===== src/rtl/core/qrp_pkg.sv =====
`default_nettype none

package qrp_pkg;

  localparam int COORD_W    = 24;
  localparam int ANGLE_W    = 16;
  localparam int ROT_STAGES = 16;
  localparam int TABLE_LEN  = 24;
  localparam int NSTG       = (ROT_STAGES < TABLE_LEN) ? ROT_STAGES : TABLE_LEN;
  localparam int GUARD_W    = 16;
  localparam int DIFF_W     = COORD_W + 1;
  localparam int KINV_W     = 31;
  localparam int PROD_W     = DIFF_W + KINV_W;
  // |x|,|y| stay below |offset| * sqrt(2) * 2^GUARD_W through every stage
  localparam int WORK_W     = COORD_W + GUARD_W + 4;
  localparam int SUM_W      = WORK_W - GUARD_W + 1;
  localparam int TURN_W     = 32;
  localparam int Z_W        = TURN_W + 1;
  localparam int PRE_SHIFT  = 30 - GUARD_W;
  // offset, product, prescale, NSTG micro-rotations, output round
  localparam int DEPTH      = NSTG + 4;
  localparam int NUM_LANES  = 4;

  // 1/K in Q0.30
  localparam logic signed [KINV_W-1:0] KINV_Q30 = 31'sd652032874;

  // atan(2^-i) in units of 2^-32 turn
  localparam logic [TURN_W-1:0] ATAN_TURNS [TABLE_LEN] = '{
    32'd536870912, 32'd316933406, 32'd167458907, 32'd85004756,
    32'd42667331,  32'd21354465,  32'd10679838,  32'd5340245,
    32'd2670163,   32'd1335087,   32'd667544,    32'd333772,
    32'd166886,    32'd83443,     32'd41722,     32'd20861,
    32'd10430,     32'd5215,      32'd2608,      32'd1304,
    32'd652,       32'd326,       32'd163,       32'd81
  };

  typedef struct packed {
    logic signed [COORD_W-1:0] x;
    logic signed [COORD_W-1:0] y;
  } point_t;

  typedef struct packed {
    logic            flip;
    logic [NSTG-1:0] ccw;
  } lane_ctl_t;

  function automatic logic signed [COORD_W-1:0] sat_coord(
    input logic signed [SUM_W-1:0] v
  );
    logic fits;
    fits = (&v[SUM_W-1:COORD_W-1]) | ~(|v[SUM_W-1:COORD_W-1]);
    if (fits) begin
      return v[COORD_W-1:0];
    end else if (v[SUM_W-1]) begin
      return {1'b1, {(COORD_W-1){1'b0}}};
    end else begin
      return {1'b0, {(COORD_W-1){1'b1}}};
    end
  endfunction

endpackage

`default_nettype wire


===== src/rtl/core/qrp_ctrl.sv =====
`default_nettype none

// Shared angle path: quadrant fold, residual angle per stage, pivot and valid delay.
module qrp_ctrl (
  input  logic                                clk_i,
  input  logic                                rst_ni,
  input  logic                                en_i,
  input  logic                                valid_i,
  input  logic signed [qrp_pkg::ANGLE_W-1:0]  angle_i,
  input  qrp_pkg::point_t                     pivot_i,
  output qrp_pkg::lane_ctl_t                  ctl_o,
  output qrp_pkg::point_t                     pivot_o,
  output logic                                valid_o
);

  logic [qrp_pkg::TURN_W-1:0]       turn;
  logic                             flip_d;
  logic signed [qrp_pkg::Z_W-1:0]   z_d;

  logic [1:0]                       flip_q;
  logic signed [qrp_pkg::Z_W-1:0]   z_q [qrp_pkg::NSTG+2];
  qrp_pkg::point_t                  pivot_q [qrp_pkg::DEPTH-1];
  logic [qrp_pkg::DEPTH-1:0]        valid_q;

  assign turn   = {angle_i, {(qrp_pkg::TURN_W-qrp_pkg::ANGLE_W){1'b0}}};
  // second and third quadrants: negate the vector and fold by a half turn
  assign flip_d = turn[qrp_pkg::TURN_W-1] ^ turn[qrp_pkg::TURN_W-2];
  assign z_d    = qrp_pkg::Z_W'($signed({turn[qrp_pkg::TURN_W-1] ^ flip_d,
                                         turn[qrp_pkg::TURN_W-2:0]}));

  always_ff @(posedge clk_i or negedge rst_ni) begin
    if (!rst_ni) begin
      valid_q <= '0;
    end else if (en_i) begin
      valid_q <= {valid_q[qrp_pkg::DEPTH-2:0], valid_i};
    end
  end

  always_ff @(posedge clk_i) begin
    if (en_i) begin
      flip_q  <= {flip_q[0], flip_d};
      z_q[0]  <= z_d;
      z_q[1]  <= z_q[0];
      z_q[2]  <= z_q[1];
      pivot_q[0] <= pivot_i;
      for (int k = 1; k < qrp_pkg::DEPTH-1; k++) begin
        pivot_q[k] <= pivot_q[k-1];
      end
    end
  end

  for (genvar i = 0; i < qrp_pkg::NSTG-1; i++) begin : g_zstage
    localparam logic signed [qrp_pkg::Z_W-1:0] ZT =
      qrp_pkg::Z_W'(qrp_pkg::ATAN_TURNS[i]);
    always_ff @(posedge clk_i) begin
      if (en_i) begin
        z_q[3+i] <= z_q[2+i][qrp_pkg::Z_W-1] ? (z_q[2+i] + ZT) : (z_q[2+i] - ZT);
      end
    end
  end

  for (genvar i = 0; i < qrp_pkg::NSTG; i++) begin : g_dir
    assign ctl_o.ccw[i] = ~z_q[2+i][qrp_pkg::Z_W-1];
  end

  assign ctl_o.flip = flip_q[1];
  assign pivot_o    = pivot_q[qrp_pkg::DEPTH-2];
  assign valid_o    = valid_q[qrp_pkg::DEPTH-1];

endmodule

`default_nettype wire


===== config.mk =====
export PLATFORM = sky130hd
export DESIGN_NAME = qrp_ctrl
export DESIGN_NICKNAME = d
export VERILOG_FILES = /design/src/rtl/core/qrp_pkg.sv /design/src/rtl/core/qrp_ctrl.sv
export SDC_FILE = /design/constraint.sdc
export NUM_CORES = 2
export LEC_CHECK = 0
export ABC_AREA = 1
export BUFFER_PORTS_ARGS = -buffer_cell sky130_fd_sc_hd__buf_4
export CELL_PAD_IN_SITES_DETAIL_PLACEMENT = 1
export CELL_PAD_IN_SITES_GLOBAL_PLACEMENT = 1
export CORE_MARGIN = 2
export CORE_UTILIZATION = 48
export CTS_CLUSTER_SIZE = 12
export DETAILED_ROUTE_END_ITERATION = 10
export PLACE_DENSITY_LB_ADDON = 0.15
export REMOVE_ABC_BUFFERS = 1
export SYNTH_ARGS = -nofsm -noshare
export SYNTH_HDL_FRONTEND = slang
export SYNTH_SLANG_ARGS = --single-unit

===== constraint.sdc =====
create_clock -name clk_i -period 3.8 [get_ports clk_i]
set_clock_uncertainty 0.15 [all_clocks]
set_input_delay 0.76 -clock clk_i [delete_from_list [all_inputs] [get_ports clk_i]]
set_output_delay 0.76 -clock clk_i [all_outputs]
set_load 0.005 [all_outputs]

---- Word-level counts from Yosys, hierarchy flattened ----
Memories as Yosys holds them, arrays and structs flattened.
Index checks and enable logic that the tools add are counted.
storage, ports and cells
  flip-flop bits (word level) ............. 22
  RAM bits ................................ 1,506
  input port bits ......................... 68
  output and inout bits ................... 66
  logic and storage cells ................. 69
  memories ................................ 2
cells by class
  $add $sub $neg .......................... 30
  mux-type cells .......................... 17
  bitwise gates (word level) .............. 18
memories
  memory   depth  bits a word  rd ports  clocked after memory_dff  write ports  line            RTL
  pivot_q  19     48           19        0                         19           qrp_ctrl.sv:22  qrp_pkg::point_t pivot_q [qrp_pkg::DEPTH-1];
  z_q      18     33           18        0                         18           qrp_ctrl.sv:21  logic signed [qrp_pkg::Z_W-1:0] z_q [qrp_pkg::NSTG+2];
operator list
  kind                    number
  $mux 33                 15
  $add 33x17->33 const B  1
  $add 33x18->33 const B  1
  $add 33x19->33 const B  1
  $add 33x20->33 const B  1
  $add 33x21->33 const B  1
  $add 33x22->33 const B  1
  $add 33x23->33 const B  1
  $add 33x24->33 const B  1
  $add 33x25->33 const B  1
  $add 33x26->33 const B  1
  $add 33x27->33 const B  1
  $add 33x28->33 const B  1
  $add 33x29->33 const B  1
  $add 33x30->33 const B  1
  $add 33x31->33 const B  1
  $sub 33x17->33 const B  1
  $sub 33x18->33 const B  1
  $sub 33x19->33 const B  1
  $sub 33x20->33 const B  1
  $sub 33x21->33 const B  1
  $sub 33x22->33 const B  1
  $sub 33x23->33 const B  1
  $sub 33x24->33 const B  1
  other kinds (10)        27

---- Longest topological paths before layout ----
An unclocked memory read counts as a cell.
  depth in word-level cells ............... 3
  gate-level depth with buffers ........... 13
  gate-level depth less buffers ........... 13

---- Least setup slack after synthesis ----
No wires, ideal clock.
  kind .................................... flip-flop to flip-flop
  from .................................... mem z_q[7][32] in the netlist's numbering
  to ...................................... mem z_q[8][29] in the netlist's numbering, data pin
  setup time .............................. 252 ps
  data arrival time ....................... 2,375 ps
  data required time ...................... 3,398 ps
  slack ................................... 1,022 ps
  cell stages (with the launch flop) ...... 13
  path buffers ............................ 0
  clock period less this slack ............ 2,778 ps
  cell sequence ........................... edfxtp_1 > inv_1 > ha_1 > inv_1 > fa_1 > inv_1 > nand3_1 > nand3_1 > nand3_1 > nand3_1 > nand2_1 > nand3_1 > nand2_1
RTL lines
  item             line
  start, declared  qrp_ctrl.sv:21

==> tab_implementation.tex <==
\begin{tabular}{lr}
\hline
Metric & Value \\
\hline
\multicolumn{2}{l}{\textbf{Placement}} \\
Cell count after placement & approximately 9300 \\
Half-perimeter wire length after detailed placement & about 130000 microns \\
Count of input and output buffers & around 130 \\
GPL Wtd Cong & roughly 0.90 \\
\multicolumn{2}{l}{\textbf{Pwr}} \\
Net Sw Frac & between 40\% and 50\% \\
Share of total power in sequential cells & between 30\% and 40\% \\
Clock network fraction of total power & between 15 and 20\% \\
Power per Cell Area & between 900 and 1000 mW/mm\^{}2 \\
Switching power & $\sim$0.034 W \\
Worst supply voltage drop on vdd & 0.454 mV \\
Internal power & around 0.042 W \\
Combinational group share of total power & between 50\% and 60\% \\
Cell leakage power & approximately 37 nW \\
\multicolumn{2}{l}{\textbf{Floorplanning}} \\
Count of standard-cell rows & 140 \\
Initial standard-cell utilization of the core & roughly 48\% \\
Core area & 0.145 sq mm \\
Die Outline Area & about 0.15 sq mm \\
Y dimension of the die & about 390 microns \\
Top-Level Pins & between 100 and 150 \\
Horizontal die dimension & 386 microns \\
\multicolumn{2}{l}{\textbf{Global routing}} \\
Via count of the first global-routing pass & about 51000 \\
GRT Total Usage & 22.6\% \\
Number of antenna violations at the first check in global routing & 5 \\
Met2 track demand over resource & just under 40\% \\
Met1 global-route usage & 30.2\% \\
Global-route wire length before repair & between 200000 and 300000 microns \\
Layer carrying the most global-route usage & met2 \\
Global routing usage on met3 & between 2 and 3\% \\
Largest net degree at the start of global routing & $\sim$110 \\
Grt total ovfl & 0 \\
\multicolumn{2}{l}{\textbf{Yosys}} \\
Sequential share of the synthesized area & roughly 60\% \\
Number of cells produced by synthesis & around 7200 \\
Flip-flop and latch count after synthesis & about 1400 \\
Count of unique library cells instantiated by Yosys & between 40 and 50 \\
Post-Syn Area per Cell & just under 10 sq um \\
Number of warnings printed during yosys synthesis & 0 \\
Post-synthesis cell area & 0.0701 sq mm \\
\multicolumn{2}{l}{\textbf{Worst setup path}} \\
Max Fanout on Critical Path & 23 \\
Reg-to-reg critical path startpoint & z\_q[13][32]\$\_DFFE\_PP\_ \\
Crit-path max cell delay & around 0.76 ns \\
Cells on worst reg2reg path & 10 \\
Family of cells with the greatest summed delay on the critical path & buffers and inverters \\
Depth of the critical timing path with buffers and inverters included & 2 \\
Type of the worst setup path & register to primary output \\
Slowest library cell on the worst path & sky130\_fd\_sc\_hd\_\_inv\_1 \\
Worst endpoint data arrival time & about 2.4 ns \\
Endpoint of the most critical register-to-register path & z\_q[14][30]\$\_DFFE\_PP\_ \\
WP data required & roughly 2.9 ns \\
Kind of capture point of the worst setup path & primary output \\
Internal reg-to-reg setup slack & 0.71 ns \\
Crit path launch type & register \\
Cells along the critical path & inv\_1, buf\_4 \\
Crit path buffers/inverters & 2 \\
\multicolumn{2}{l}{\textbf{Cells and area}} \\
Post-Layout Cell Count & 9604 \\
Number of antenna diodes & 0 \\
FF+latch area & around 0.042 sq mm \\
Commonest cells after routing, fill and taps aside & 2443 x sky130\_fd\_sc\_hd\_\_nand2\_1, 1382 x sky130\_fd\_sc\_hd\_\_edfxtp\_1, 1247 x sky130\_fd\_sc\_hd\_\_inv\_1 \\
Fraction of layout instances using a drive strength above 1 & 6.66\% \\
Layout-stage area growth over the synthesis result & 13.8\% \\
Most common cell after layout, fill and taps aside & sky130\_fd\_sc\_hd\_\_nand2\_1 \\
Fill count & approximately 16000 \\
Layout net count & just over 8000 \\
Area used by multi-input combinational logic & between 0.02 and 0.025 sq mm \\
\multicolumn{2}{l}{\textbf{Clock tree}} \\
Skew-Pair Late Insertion Delay & 0.81 ns \\
Buffer cell driving the clock tree root & sky130\_fd\_sc\_hd\_\_clkbuf\_16 \\
Total number of clock tree sinks & around 1400 \\
Clock buffer count from CTS & about 150 \\
H-tree Lvls & 4 \\
Clock tree buffer depth & 3 \\
CTS clk-pin slew, worst paths & around 0.060 ns \\
TritonCTS clock tree & done \\
Number of buffers inserted to repair setup after CTS & 0 \\
\multicolumn{2}{l}{\textbf{STA}} \\
Post-layout min period & about 3.3 ns \\
Slew @ Worst Pin & roughly 0.94 ns \\
Count of final hold-check violations & 0 \\
Final setup violating endpoints & 0 \\
Total Negative Setup Slacks & 0 ns \\
Share of the clock period used by the worst path after layout & around 87\% \\
RSZ-0062 raised after global routing & no \\
Achievable Freq & 0.302 GHz \\
Headroom to the max-slew limit & a little under two fifths \\
Max-slew violation count & 0 \\
\multicolumn{2}{l}{\textbf{Detailed routing}} \\
Detail-routed net length per standard cell & 17.2 microns \\
Number of detailed-route iterations in the first pass & 5 \\
Total length of routed wires & roughly 170000 microns \\
Number of DRC violations after detailed routing & 0 \\
Detailed Route Iter0 Violations & between 2000 and 2500 \\
Vias/cell & 5.02 \\
Via count & roughly 48000 \\
Antenna-violating nets left & 0 \\
\multicolumn{2}{l}{\textbf{Worst hold path}} \\
Terminating pin of the worst hold path & pivot\_q[0][45]\$\_DFFE\_PP\_ \\
Number of stages on the worst hold path & 1 \\
Hold path startpoint & pivot\_i[45] \\
Type of the most critical hold path & input pin to register \\
\multicolumn{2}{l}{\textbf{Status}} \\
Result of the run & finished, final reports clean \\
\multicolumn{2}{l}{\textbf{Flow run}} \\
Max cap viols & 0 \\
\hline
\end{tabular}
-- Yosys cell counts --
master / instances / area (sq um)
sky130_fd_sc_hd__a21o_1: 11 / 82.6
sky130_fd_sc_hd__nor3_1: 57 / 285
sky130_fd_sc_hd__dfrtp_1: 20 / 500
sky130_fd_sc_hd__o21ai_2: 1 / 8.76
sky130_fd_sc_hd__buf_4: 1 / 7.51
sky130_fd_sc_hd__nand2_2: 45 / 282
sky130_fd_sc_hd__o21a_1: 1 / 7.51
sky130_fd_sc_hd__and2_1: 2 / 12.5
sky130_fd_sc_hd__xor2_1: 173 / 1520
sky130_fd_sc_hd__o211ai_2: 1 / 12.5
sky130_fd_sc_hd__a21boi_0: 2 / 15.0
sky130_fd_sc_hd__o21ai_0: 39 / 195
sky130_fd_sc_hd__o211ai_1: 1 / 7.51
sky130_fd_sc_hd__nand3_2: 21 / 210
sky130_fd_sc_hd__nand2_1: 2443 / 9170
sky130_fd_sc_hd__nor2_1: 516 / 1940
sky130_fd_sc_hd__nor2_2: 11 / 68.8
sky130_fd_sc_hd__nor2_4: 2 / 22.5
sky130_fd_sc_hd__edfxtp_1: 1382 / 41500
sky130_fd_sc_hd__inv_2: 2 / 7.51
sky130_fd_sc_hd__and3_1: 1 / 6.26
sky130_fd_sc_hd__buf_2: 2 / 10.0
sky130_fd_sc_hd__o21bai_2: 5 / 56.3
sky130_fd_sc_hd__nand3_1: 337 / 1690
sky130_fd_sc_hd__xnor2_1: 11 / 96.3
sky130_fd_sc_hd__mux2_2: 2 / 22.5
sky130_fd_sc_hd__ha_1: 403 / 5040
sky130_fd_sc_hd__clkbuf_1: 5 / 18.8
sky130_fd_sc_hd__nor4_1: 8 / 50.1
sky130_fd_sc_hd__o31ai_1: 1 / 7.51
sky130_fd_sc_hd__a21oi_2: 4 / 35.0
sky130_fd_sc_hd__inv_1: 1247 / 4680
sky130_fd_sc_hd__a21oi_1: 287 / 1440
sky130_fd_sc_hd__nand4_1: 70 / 438
sky130_fd_sc_hd__nor3_2: 5 / 50.1
sky130_fd_sc_hd__a211oi_1: 1 / 7.51
sky130_fd_sc_hd__nand2b_1: 2 / 12.5
sky130_fd_sc_hd__fa_1: 13 / 260
sky130_fd_sc_hd__nand3b_1: 11 / 82.6
sky130_fd_sc_hd__o21bai_1: 31 / 233
sky130_fd_sc_hd__a31oi_1: 2 / 12.5
-- power groups by stage --
stage | clock [W] | combinational, W | sequential, W
6_report | 0.0139 | 0.0390 | 0.0233
5_1_grt | 0.0148 | 0.0445 | 0.0236
4_1_cts | 0.0143 | 0.0392 | 0.0234
3_5_place_dp | 0 | 0.0387 | 0.0236
3_3_place_gp | 0 | 0.0374 | 0.0236
2_1_floorplan | 0 | 0.0270 | 0.0229
-- through the flow --
stage	util [%]	area [sq um]	hold WS, ns	total power (W)	setup slack, ns
3_5_place_dp	51.2	74400	0.255	0.0623	0.752
3_3_place_gp	51.2	74400	0.250	0.0610	0.842
6_report	54.8	79700	0.0940	0.0762	0.486
5_1_grt	54.8	79700	0.0512	0.0829	0.375
4_1_cts	54.8	79700	0.0312	0.0768	0.430
2_1_floorplan	-	70100	0.250	0.0499	1.02
-- layout make-up --
type | instances | share of cell area, %
sequential | 1402 | 52.7
timing repair buffer | 275 | 3.25
tap | 1917 | 3.01
clock inverter | 60 | 0.962
inverter | 1249 | 5.88
multi-input combinational | 4520 | 29.3
clock buffer | 181 | 4.92
-- worst max-delay path by stage --
stage                          startpoint                     to  slack (ns)
floorplan            z_q[7][32]$_DFFE_PP_   z_q[8][29]$_DFFE_PP_        1.02
global placement    z_q[11][32]$_DFFE_PP_  z_q[12][29]$_DFFE_PP_        0.84
detailed placement  z_q[13][32]$_DFFE_PP_  z_q[14][31]$_DFFE_PP_        0.75
CTS                 z_q[16][32]$_DFFE_PP_              ctl_o[14]        0.43
global route        z_q[16][32]$_DFFE_PP_              ctl_o[14]        0.37
finish              z_q[16][32]$_DFFE_PP_              ctl_o[14]        0.49
-- metal layers --
metal | part of all wire [%] | up-vias | wire length [microns]
met5 | 0 | - | 0
met4 | 1.8 | 0 | 3050
met3 | 2.9 | 217 | 4880
met2 | 49 | 615 | 80700
met1 | 46 | 23164 | 77000
li1 | - | 24194 | -
-- cells by family after synthesis --
| kind of cell | synth area share, % |
|---|---|
| simple gates | 20.4 |
| fa+ha+maj | 7.57 |
| mux | 0.0321 |
| buf+inv | 6.74 |
| xor+xnor | 2.30 |
| flops | 59.9 |
| compound gates | 3.02 |
-- worst register-to-register path: stages (launching register included) --
cell                       delay, ns
sky130_fd_sc_hd__edfxtp_1       0.57
sky130_fd_sc_hd__inv_1          0.68
sky130_fd_sc_hd__ha_1           0.44
sky130_fd_sc_hd__nand2_1        0.15
sky130_fd_sc_hd__inv_1          0.08
sky130_fd_sc_hd__a21oi_1        0.33
sky130_fd_sc_hd__nand2_2        0.18
sky130_fd_sc_hd__nand2_1        0.12
sky130_fd_sc_hd__nand2_1        0.05
sky130_fd_sc_hd__nand2_1        0.06
sky130_fd_sc_hd__nand2_1        0.04
-- sequential cells by signal (all words and copies together), names as in the netlist --
signal   flops
valid_q     20
flip_q       2
pivot_q    912
z_q        468
-- what timing repair did --
item,CTS,global route
hold endpoints to repair,82,0
hold buffers,62,0
gates resized for setup,0,0
No activity file was read; power rests on OpenSTA's default activity.
