**config.mk**
```make
export PLATFORM = sky130hd
export DESIGN_NAME = qrp_merge_flat
export DESIGN_NICKNAME = d
export VERILOG_FILES = /design/src/rtl/core/qrp_pkg.sv /design/src/rtl/core/qrp_out_if.sv /design/src/rtl/core/qrp_merge.sv /design/src/flat_wrapper.sv
export SDC_FILE = /design/constraint.sdc
export NUM_CORES = 1
export LEC_CHECK = 0
export ABC_AREA = 1
export BUFFER_PORTS_ARGS = -buffer_cell sky130_fd_sc_hd__buf_2
export CAP_MARGIN = 20
export CORE_MARGIN = 5
export CORE_UTILIZATION = 35
export DETAILED_ROUTE_END_ITERATION = 10
export GPL_TIMING_DRIVEN = 0
export PLACE_DENSITY = 0.58
export SYNTH_ARGS = -nofsm -noshare
export SYNTH_HDL_FRONTEND = slang
export SYNTH_SLANG_ARGS = --single-unit
export TNS_END_PERCENT = 10
```
**constraint.sdc**
```tcl
create_clock -name clk_i -period 7.05 [get_ports clk_i]
set_input_delay 2.115 -clock clk_i [delete_from_list [all_inputs] [get_ports clk_i]]
set_output_delay 2.115 -clock clk_i [all_outputs]
set_load 0.05 [all_outputs]
```
**src/rtl/core/qrp_pkg.sv**
```systemverilog
`default_nettype none

package qrp_pkg;

  localparam int COORD_W    = 24;
  localparam int ANGLE_W    = 16;
  localparam int ROT_STAGES = 16;
  localparam int TABLE_LEN  = 24;
  localparam int NSTG       = (ROT_STAGES < TABLE_LEN) ? ROT_STAGES : TABLE_LEN;
  localparam int GUARD_W    = 16;
  localparam int DIFF_W     = COORD_W + 1;
  localparam int KINV_W     = 31;
  localparam int PROD_W     = DIFF_W + KINV_W;
  // |x|,|y| stay below |offset| * sqrt(2) * 2^GUARD_W through every stage
  localparam int WORK_W     = COORD_W + GUARD_W + 4;
  localparam int SUM_W      = WORK_W - GUARD_W + 1;
  localparam int TURN_W     = 32;
  localparam int Z_W        = TURN_W + 1;
  localparam int PRE_SHIFT  = 30 - GUARD_W;
  // offset, product, prescale, NSTG micro-rotations, output round
  localparam int DEPTH      = NSTG + 4;
  localparam int NUM_LANES  = 4;

  // 1/K in Q0.30
  localparam logic signed [KINV_W-1:0] KINV_Q30 = 31'sd652032874;

  // atan(2^-i) in units of 2^-32 turn
  localparam logic [TURN_W-1:0] ATAN_TURNS [TABLE_LEN] = '{
    32'd536870912, 32'd316933406, 32'd167458907, 32'd85004756,
    32'd42667331,  32'd21354465,  32'd10679838,  32'd5340245,
    32'd2670163,   32'd1335087,   32'd667544,    32'd333772,
    32'd166886,    32'd83443,     32'd41722,     32'd20861,
    32'd10430,     32'd5215,      32'd2608,      32'd1304,
    32'd652,       32'd326,       32'd163,       32'd81
  };

  typedef struct packed {
    logic signed [COORD_W-1:0] x;
    logic signed [COORD_W-1:0] y;
  } point_t;

  typedef struct packed {
    logic            flip;
    logic [NSTG-1:0] ccw;
  } lane_ctl_t;

  function automatic logic signed [COORD_W-1:0] sat_coord(
    input logic signed [SUM_W-1:0] v
  );
    logic fits;
    fits = (&v[SUM_W-1:COORD_W-1]) | ~(|v[SUM_W-1:COORD_W-1]);
    if (fits) begin
      return v[COORD_W-1:0];
    end else if (v[SUM_W-1]) begin
      return {1'b1, {(COORD_W-1){1'b0}}};
    end else begin
      return {1'b0, {(COORD_W-1){1'b1}}};
    end
  endfunction

endpackage

`default_nettype wire

```
**src/rtl/core/qrp_out_if.sv**
```systemverilog
`default_nettype none

interface qrp_out_if;
  logic                                 valid;
  logic                                 ready;
  logic signed [qrp_pkg::COORD_W-1:0]   r0_x;
  logic signed [qrp_pkg::COORD_W-1:0]   r0_y;
  logic signed [qrp_pkg::COORD_W-1:0]   r1_x;
  logic signed [qrp_pkg::COORD_W-1:0]   r1_y;
  logic signed [qrp_pkg::COORD_W-1:0]   r2_x;
  logic signed [qrp_pkg::COORD_W-1:0]   r2_y;
  logic signed [qrp_pkg::COORD_W-1:0]   r3_x;
  logic signed [qrp_pkg::COORD_W-1:0]   r3_y;

  modport source (
    output valid, r0_x, r0_y, r1_x, r1_y, r2_x, r2_y, r3_x, r3_y,
    input  ready
  );

  modport sink (
    input  valid, r0_x, r0_y, r1_x, r1_y, r2_x, r2_y, r3_x, r3_y,
    output ready
  );
endinterface

`default_nettype wire

```
**src/rtl/core/qrp_merge.sv**
```systemverilog
`default_nettype none

// Gathers the four lane results into one beat; two-entry skid buffer at the output.
module qrp_merge (
  input  logic                                        clk_i,
  input  logic                                        rst_ni,
  input  logic                                        push_i,
  input  qrp_pkg::point_t [qrp_pkg::NUM_LANES-1:0]    res_i,
  output logic                                        ready_o,
  qrp_out_if.source                                   out_o
);

  qrp_pkg::point_t [qrp_pkg::NUM_LANES-1:0] buf_q [2];
  logic       wr_q, wr_d;
  logic       rd_q, rd_d;
  logic [1:0] cnt_q, cnt_d;
  logic       pop;

  assign pop     = out_o.valid & out_o.ready;
  assign ready_o = (cnt_q != 2'd2);

  always_comb begin
    wr_d  = wr_q ^ push_i;
    rd_d  = rd_q ^ pop;
    cnt_d = cnt_q;
    if (push_i && !pop) begin
      cnt_d = cnt_q + 2'd1;
    end else if (!push_i && pop) begin
      cnt_d = cnt_q - 2'd1;
    end
  end

  always_ff @(posedge clk_i or negedge rst_ni) begin
    if (!rst_ni) begin
      wr_q  <= 1'b0;
      rd_q  <= 1'b0;
      cnt_q <= 2'd0;
    end else begin
      wr_q  <= wr_d;
      rd_q  <= rd_d;
      cnt_q <= cnt_d;
    end
  end

  always_ff @(posedge clk_i) begin
    if (push_i) begin
      buf_q[wr_q] <= res_i;
    end
  end

  assign out_o.valid = (cnt_q != 2'd0);
  assign out_o.r0_x  = buf_q[rd_q][0].x;
  assign out_o.r0_y  = buf_q[rd_q][0].y;
  assign out_o.r1_x  = buf_q[rd_q][1].x;
  assign out_o.r1_y  = buf_q[rd_q][1].y;
  assign out_o.r2_x  = buf_q[rd_q][2].x;
  assign out_o.r2_y  = buf_q[rd_q][2].y;
  assign out_o.r3_x  = buf_q[rd_q][3].x;
  assign out_o.r3_y  = buf_q[rd_q][3].y;

endmodule

`default_nettype wire

```
**src/flat_wrapper.sv**
```systemverilog
// flat-port wrapper written by rule: the top's interface ports become plain ports
module qrp_merge_flat 
  (clk_i, rst_ni, push_i, res_i, ready_o, out_o_valid, out_o_r0_x, out_o_r0_y, out_o_r1_x, out_o_r1_y, out_o_r2_x, out_o_r2_y, out_o_r3_x, out_o_r3_y, out_o_ready);
  qrp_out_if out_o_i ();
  input  logic clk_i;
  input  logic rst_ni;
  input  logic push_i;
  input  qrp_pkg::point_t [qrp_pkg::NUM_LANES-1:0] res_i;
  output logic ready_o;
  output wire logic [$bits(out_o_i.valid)-1:0] out_o_valid;
  output wire logic [$bits(out_o_i.r0_x)-1:0] out_o_r0_x;
  output wire logic [$bits(out_o_i.r0_y)-1:0] out_o_r0_y;
  output wire logic [$bits(out_o_i.r1_x)-1:0] out_o_r1_x;
  output wire logic [$bits(out_o_i.r1_y)-1:0] out_o_r1_y;
  output wire logic [$bits(out_o_i.r2_x)-1:0] out_o_r2_x;
  output wire logic [$bits(out_o_i.r2_y)-1:0] out_o_r2_y;
  output wire logic [$bits(out_o_i.r3_x)-1:0] out_o_r3_x;
  output wire logic [$bits(out_o_i.r3_y)-1:0] out_o_r3_y;
  input wire logic [$bits(out_o_i.ready)-1:0] out_o_ready;
  assign out_o_valid = out_o_i.valid;
  assign out_o_r0_x = out_o_i.r0_x;
  assign out_o_r0_y = out_o_i.r0_y;
  assign out_o_r1_x = out_o_i.r1_x;
  assign out_o_r1_y = out_o_i.r1_y;
  assign out_o_r2_x = out_o_i.r2_x;
  assign out_o_r2_y = out_o_i.r2_y;
  assign out_o_r3_x = out_o_i.r3_x;
  assign out_o_r3_y = out_o_i.r3_y;
  assign out_o_i.ready = out_o_ready;
  qrp_merge u_core (.clk_i(clk_i), .rst_ni(rst_ni), .push_i(push_i), .res_i(res_i), .ready_o(ready_o), .out_o(out_o_i));
endmodule
```
# Word-level counts from Yosys, hierarchy flattened

Memory sizes are Yosys's and may differ from the RTL's.
Cells that the tools add are included.

Add/sub/neg operators: 2
Eq/ne operators: 1
Mux-type cells: 4
Bitwise logic cells: 3
Reduce and logical (&&, ||, !) cells: 6

Operators with widths:

| cell                  | number |
|---|---|
| $mux W2               | 2 |
| $reduce_bool A2 Y1    | 2 |
| $add A2 B1 Y2 const B | 1 |
| $logic_and A1 B1 Y1   | 2 |
| $logic_not A1 Y1      | 2 |
| $mux W1               | 2 |
| $ne A2 B2 Y1 const B  | 1 |
| $sub A2 B1 Y2 const B | 1 |
| $xor A1 B1 Y1         | 2 |
| $and A1 B1 Y1         | 1 |

Flip-flop bits (word level): 4
RAM bits: 384
Input port bits: 196
Output and inout bits: 194
Logic and storage cells: 20
Memories: 1

Memories:

| name         | words | width | rd ports | clocked after Yosys merged registers in | write ports | RTL line        | RTL |
|---|---|---|---|---|---|---|---|
| u_core.buf_q | 2     | 192   | 1        | 0                                       | 1           | qrp_merge.sv:13 | `qrp_pkg::point_t [qrp_pkg::NUM_LANES-1:0] buf_q [2];` |

# Logic depth before layout (Yosys ltp)

Gate-level depths: netlist of run 1.

Depth in word-level cells: 5
Gate-level depth with buffers: 9
Mapped depth without buffers: 9

# Worst setup path after synthesis of run 1

No wires, ideal clock.

Path type: input-to-reg
From: input push_i
To: memory u_core.buf_q[0][0] (netlist name) (enable)
Setup time: 577 ps
Data arrival time: 6564 ps
Required time: 6473 ps
Path slack: -91 ps
Stages on the path: 1
Buffers on the path: 0
Path through: ha_1

Word-level cells in the longest chain between the ends: 2

Ends and longest elaborated chain:

| what                          | RTL line          | RTL |
|---|---|---|
| start: declaration            | flat_wrapper.sv:7 | `input logic push_i;` |
| $mux W1                       | qrp_merge.sv:46   | `if (push_i) begin` |
| $mux W1 (implied by the code) | qrp_merge.sv:47   | `buf_q[wr_q] <= res_i;` |
| end: declaration              | qrp_merge.sv:13   |  |

Every way passes these cells.

# Final worst setup path of run 1

From: register u_core.rd_q
To: output out_o_r3_x[8]

Word-level cells in the longest chain between the ends: 1

Ends and longest elaborated chain:

| what                     | RTL line           | RTL |
|---|---|---|
| start: declaration       | qrp_merge.sv:15    | `logic rd_q, rd_d;` |
| start signal: assignment | qrp_merge.sv:40    | `rd_q <= rd_d;` |
| $mem_v2 Z2 W192          | n/a                |  |
| end: declaration         | flat_wrapper.sv:17 | `output wire logic [$bits(out_o_i.r3_x)-1:0] out_o_r3_x;` |

Every way passes these cells.

==> run metrics, run 1 <==
# H-tree levels 2; largest net degree at the start of global routing 61; Post-layout nets 1666; dpl hpwl 24600 microns; proportion of synthesized chip area in sequential cells 81.4%; Synth Net Count 1229; average wire per cell in the routed design 17.3 microns; cell count after placement 1957; transition time of the tightest slew-check pin 0.597 ns; final routed DRC violation total 0; GRT met3 Usage 6.08%; count of state elements after synthesis 388; overall power 9.41 mW; count of warnings emitted by yosys 0; required time reported for the critical path endpoint 4.93 ns; final RePlAce weighted congestion 0.781; height of the die 212 microns; Slew Limit Fails 0; Peak Freq 0.245 GHz; remaining max-slew budget at the tightest pin 60.2%; Post-Place Cell Area 17100 sq um; die footprint 45000 sq um; Reg area 11600 sq um; CTS Hold Bufs 0; crit-path max FO 10; synthesized area 14300 sq um; cells on worst reg2reg path 4; Fin. Hold Viols 0; Clock Tree Buf Depth 3; met2 routing resource usage after global routing 24.8%; Layout Cell Area excl Fill 18300 sq um; kind of end point of the critical path primary output; DIE WIDTH 212 microns; tightest hold margin 0.507 ns; setup violators final 0; critical path data arrival time 1.97 ns; sink of the worst hold path u_core.cnt_q[0]; worst setup slack for register-to-register paths 5.03 ns; syn_area_per_cell 13.9 sq um; GRT busiest layer met2; wire length of the first global-routing pass 51700 microns; TritonCTS clock tree yes; total area of multi-input combinational cells 2280 sq um; Starting Density 35.2%; R2R Path Start u_core.wr_q; DRT Wirelength 35100 microns; via count of the first global-routing pass 9138; unrepaired setup endpoints after global routing false; non-filler cells in the finished layout 2032; class of the most critical hold timing path reg -> reg; pwr dens 513 nW/um^2; Clock Root Buffer clkbuf_16; fillcell total 3689; type of element launching the critical path register; count of clock tree sinks 388; leakage dissipation 7.90 nW; origin of the worst min-delay path u_core.cnt_q[0]; count of boundary I/O pins 390; placeable core area 40600 sq um; clock period minus worst slack 4.09 ns; number of buffers inserted by port buffering 389; layout cell share with drive strength beyond 1 33.0%; total overflow reported by the global router 0; type of the setup path with the least slack reg -> out; clock latency reported for the late side of the worst-skew pair 0.53 ns; RR Endpoint u_core.buf_q[0][28]; Gate Count Post-Synth 1030; maximum vdd ir drop 0.304 mV; All-Layer GR Usage 14.9%; distinct cell type count of the synthesized netlist 13; Routed Antenna Nets 0; synth-to-layout area growth 28.3%; run status finished clean; final worst-path cycle share 58.0%; violation count after the first detailed-routing iteration 463; Setup Buffers After CTS 0; clock buffers created by TritonCTS 40; count of cells resized by post-cts repair 0; final core area utilization 45.1%; M1 GR Usage 18.1%; max-cap check violation count 0; number of vias per cell after detailed routing 4.41; number of vias in the routed layout 8966; initial antenna violation count 10; hold path depth 1; clock transition at the registers of the reported paths 0.06 ns; Core Rows 74; router iterations before antenna repair 5; Final Skew 0.00945 ns
[worst max path at each step]
stage / start / endpoint / slack, ns / depth (start not counted)
after floorplan: push_i / u_core.buf_q[1][0] / -0.09 / 1
after global placement: push_i / u_core.buf_q[1][110] / -3.19 / 2
after detailed placement: push_i / u_core.buf_q[1][108] / 3.14 / 4
after CTS: u_core.rd_q / out_o_r0_y[21] / 2.86 / 7
after global routing: u_core.rd_q / out_o_r0_y[21] / 2.82 / 7
final: u_core.rd_q / out_o_r3_x[8] / 2.96 / 7
[placed cells by master (no fill, tap or decap), drive strengths merged]
cell type  count
buf          438
ha             3
inv            7
diode          4
dfrtp          4
nand4          1
edfxtp       384
clkbuf        48
nand3          2
clkinv        20
xnor2          1
nand2        585
bufinv         3
[cell type report]
cell class / instances / area share, %
timing repair buffer: 395 / 11.5
inverter: 7 / 0.157
sequential: 388 / 63.4
clock buffer: 48 / 5.74
clock inverter: 23 / 0.956
antenna: 4 / 0.0546
tap: 532 / 3.63
multi-input combinational: 592 / 12.5
buffer: 43 / 2.04
[worst max-delay path, stage by stage (launching register included)]
cell and delay, ns:
dfrtp_1 0.35, buf_4 0.16, inv_4 0.09, buf_6 0.18, buf_6 0.19, nand2_1 0.06, nand2_1 0.10, buf_2 0.28
[metal layers]
metal	wire [microns]	part of all wire, %
met5	87	0.25
met4	785	2.2
met3	3520	10
met2	16800	48
met1	13900	40
[power breakdown]
part / internal, mW / total (mW) / switching (mW)
clock network: 1.17 / 2.00 / 0.837
registers: 3.06 / 3.15 / 0.0935
logic: 0.893 / 4.26 / 3.37
[metrics by stage]
stage               TNS (ns)  setup slack (ns)
finish                     0              2.96
global route               0              2.82
CTS                        0              2.86
detailed placement         0              3.14
global placement     -608.91             -3.19
floorplan             -17.43           -0.0908
[synthesized netlist by cell type]
cell / number / area, sq um
buf_6: 19 / 214
edfxtp_1: 384 / 11500
dfrtp_1: 4 / 100
nand4_1: 1 / 6.26
inv_4: 1 / 6.26
ha_1: 3 / 37.5
buf_4: 12 / 90.1
inv_1: 6 / 22.5
xnor2_1: 1 / 8.76
nand3_1: 2 / 10.0
nand2_1: 585 / 2200
buf_8: 1 / 15.0
buf_2: 11 / 55.1
[logic make-up after synthesis]
| kind of cell | count (synthesis) | share of synthesized area [%] |
|---|---|---|
| AND/OR/NAND/NOR | 588 | 15.5 |
| flip-flops | 388 | 81.4 |
| buffers and inverters | 50 | 2.82 |
| XOR/XNOR | 1 | 0.0613 |
| adder cells (fa/ha/maj) | 3 | 0.263 |
[registers in the layout (all words and copies together), names as in the netlist]
signal	cells
u_core.cnt_q	2
u_core.rd_q	1
u_core.buf_q	384
u_core.wr_q	1
Power figures use the tool's default switching activity.
==> run 2: changes to the inputs <==
==> constraint.sdc (replaced) <==
create_clock -name clk_i -period 3.8 [get_ports clk_i]
set_input_delay 1.14 -clock clk_i [delete_from_list [all_inputs] [get_ports clk_i]]
set_output_delay 1.14 -clock clk_i [all_outputs]
set_load 0.05 [all_outputs]
==> run 2 against run 1 <==
  * Largest cell class unchanged
  * Clock power rose by 92%
  * Die area did not move
  * Routed wire length rose by 0.34%
  * Critical path depth did not move
  * Critical endpoint is now out_o_r0_y[22]
  * Worst hold slack got worse by 0.11 ns
  * First-iteration DRC count fell by 16%
  * Sequential power rose by 85%
  * Clock skew rose by 0.0074 ns
  * Core utilization rose by 0.14 points
  * Final cell count rose by 0.20%
  * Largest power group unchanged
==> run metrics, run 2 (synthesized netlist as in run 1, its figures left out) <==
run status finished clean; leading cell types in the layout, fill and taps excluded nand2_1, buf_2, edfxtp_1; maximum vdd ir drop 0.539 mV (+77%); critical path data arrival time 1.99 ns (+0.02 ns); switching share of total power 45.5% (-0.15 points); DIE WIDTH 212 microns (unchanged); number of vias in the routed layout 8986 (+0.22%); leakage dissipation 7.90 nW (about the same); Peak Freq 0.319 GHz; largest reg by FF count u_core.buf_q; total overflow reported by the global router 0 (unchanged); die footprint 45000 sq um (unchanged); number of vias per cell after detailed routing 4.41 (about the same); remaining max-slew budget at the tightest pin 39.0% (-21 points); type of element launching the critical path register; final core area utilization 45.2% (+0.14 points); # H-tree levels 2 (unchanged); via count of the first global-routing pass 9257 (+1.3%); transition time of the tightest slew-check pin 0.916 ns (+0.318 ns); unrepaired setup endpoints after global routing false; Post-layout nets 1667 (+0.060%); DRT Wirelength 35200 microns (+0.34%); All-Layer GR Usage 15.0% (+0.035 points); class of the most critical hold timing path in -> async; final routed DRC violation total 0 (unchanged); biggest registers after layout u_core.buf_q (384), u_core.cnt_q (2); layout cell share with drive strength beyond 1 33.2% (+0.25 points); Fin. Hold Viols 0 (unchanged); crit-path max FO 10 (unchanged); final RePlAce weighted congestion 0.785 (+0.53%); TritonCTS clock tree yes; violation count after the first detailed-routing iteration 391 (-16%); average wire per cell in the routed design 17.3 microns (+0.14%); Setup Buffers After CTS 0 (unchanged); share of power burned in registers 33.3% (-0.2 points); worst setup slack for register-to-register paths 1.82 ns (-3.21 ns); RR Endpoint u_core.buf_q[0][131]; count of cells resized by post-cts repair 0 (unchanged); Slew Limit Fails 0 (unchanged); Clock Root Buffer clkbuf_16; kind of end point of the critical path primary output; clock transition at the registers of the reported paths 0.06 ns (about the same); cells on worst reg2reg path 3 (-1); synth-to-layout area growth 28.7%; R2R Path Start u_core.wr_q; overall power 17.6 mW (+87%); Clock Tree Buf Depth 3 (unchanged); final worst-path cycle share 82.5%; type of the setup path with the least slack reg -> out; initial antenna violation count 15 (+5); Final Skew 0.0169 ns (+0.00741 ns); Routed Antenna Nets 0 (unchanged); placeable core area 40600 sq um (unchanged); Core Rows 74 (unchanged); CTS Hold Bufs 0 (unchanged); clock network power share 21.8% (+0.5 points); clock period minus worst slack 3.13 ns; cell internal pwr 9.58 mW (+87%); leading cell type in the layout, fill and taps excluded nand2_1; max reg flops 384 (unchanged); clock buffers created by TritonCTS 41 (+2.5%); clock latency reported for the late side of the worst-skew pair 0.54 ns (about the same); wire length of the first global-routing pass 52000 microns (+0.52%); count of clock tree sinks 388 (unchanged); max-cap check violation count 0 (unchanged); count of boundary I/O pins 390 (unchanged); pwr dens 955 nW/um^2 (+86%); Starting Density 35.2% (unchanged); height of the die 212 microns (unchanged); number of buffers inserted by port buffering 389 (unchanged); router iterations before antenna repair 5 (unchanged); largest net degree at the start of global routing 56 (-8.2%); Fin Setup TNS 0 ns (unchanged); net load switching power 7.99 mW (+86%); relative contribution of combinational cells to total power 44.9% (-0.3 points); required time reported for the critical path endpoint 2.66 ns (-2.27 ns); dpl hpwl 24400 microns (-0.46%); setup violators final 0 (unchanged)
==> run 2: cell count changes in the layout (fill, tap and decap cells not counted), sizes merged <==
| cell | change |
|---|---|
| clkinv | -5 |
| clkinvlp | +5 |
| diode | +3 |
| bufinv | +1 |
| clkbuf | -1 |
| inv | +1 |
==> run 2: metrics by stage <==
stage	cells	setup slack (ns)	hold slack, ns	area [sq um]
after floorplan	1030	0.834	0.462	14300
after global placement	1951	-0.246	0.481	16900
after detailed placement	1957	0.972	0.490	17100
after CTS	2029	0.587	0.353	18400
after global routing	2033	0.540	0.376	18400
final	2036	0.666	0.396	18400
==> run 2: final cells by class <==
class	count	area (sq um)
Clock inverter	25	229
Buffer	43	374
Timing Repair Buffer	395	2110
Sequential cell	388	11600
Tap cell	532	666
Fill cell	3725	22300
Multi-Input combinational cell	592	2280
Clock buffer	47	1050
Inverter	7	28.8
Antenna cell	7	17.5
==> run 2: worst max-delay path by stage <==
stage | startpoint | endpoint | slack (ns) | cells after the start
floorplan | push_i | u_core.buf_q[0][0] | 0.83 | 1
global placement | push_i | u_core.buf_q[1][46] | -0.25 | 2
detailed placement | push_i | u_core.buf_q[1][144] | 0.97 | 3
CTS | u_core.rd_q | out_o_r0_y[22] | 0.59 | 7
global route | u_core.rd_q | out_o_r0_y[22] | 0.54 | 6
finish | u_core.rd_q | out_o_r0_y[22] | 0.67 | 7
==> run 2: critical path, stage by stage (launching register included) <==
cell and delay [ns]:
dfrtp_1 0.36, buf_4 0.16, inv_4 0.09, buf_8 0.19, buf_6 0.17, nand2_1 0.06, nand2_1 0.12, buf_2 0.29
==> run 2: per-layer routing <==
layer  global-route usage (%)  vias up  wire length [microns]
met2                     24.5      332                  16500
met5                        0        -                     99
li1                         -     4377                      -
met4                     5.40       16                    872
met3                     6.77       69                   3950
met1                     17.5     4192                  13700
==> run 2: power groups by stage <==
stage / logic (mW) / registers (mW) / clock network (mW)
global placement: 7.90 / 5.99 / 0
CTS: 8.05 / 5.85 / 3.94
floorplan: 5.80 / 5.93 / 0
global route: 8.44 / 5.91 / 4.12
detailed placement: 8.03 / 5.94 / 0
finish: 7.89 / 5.84 / 3.83
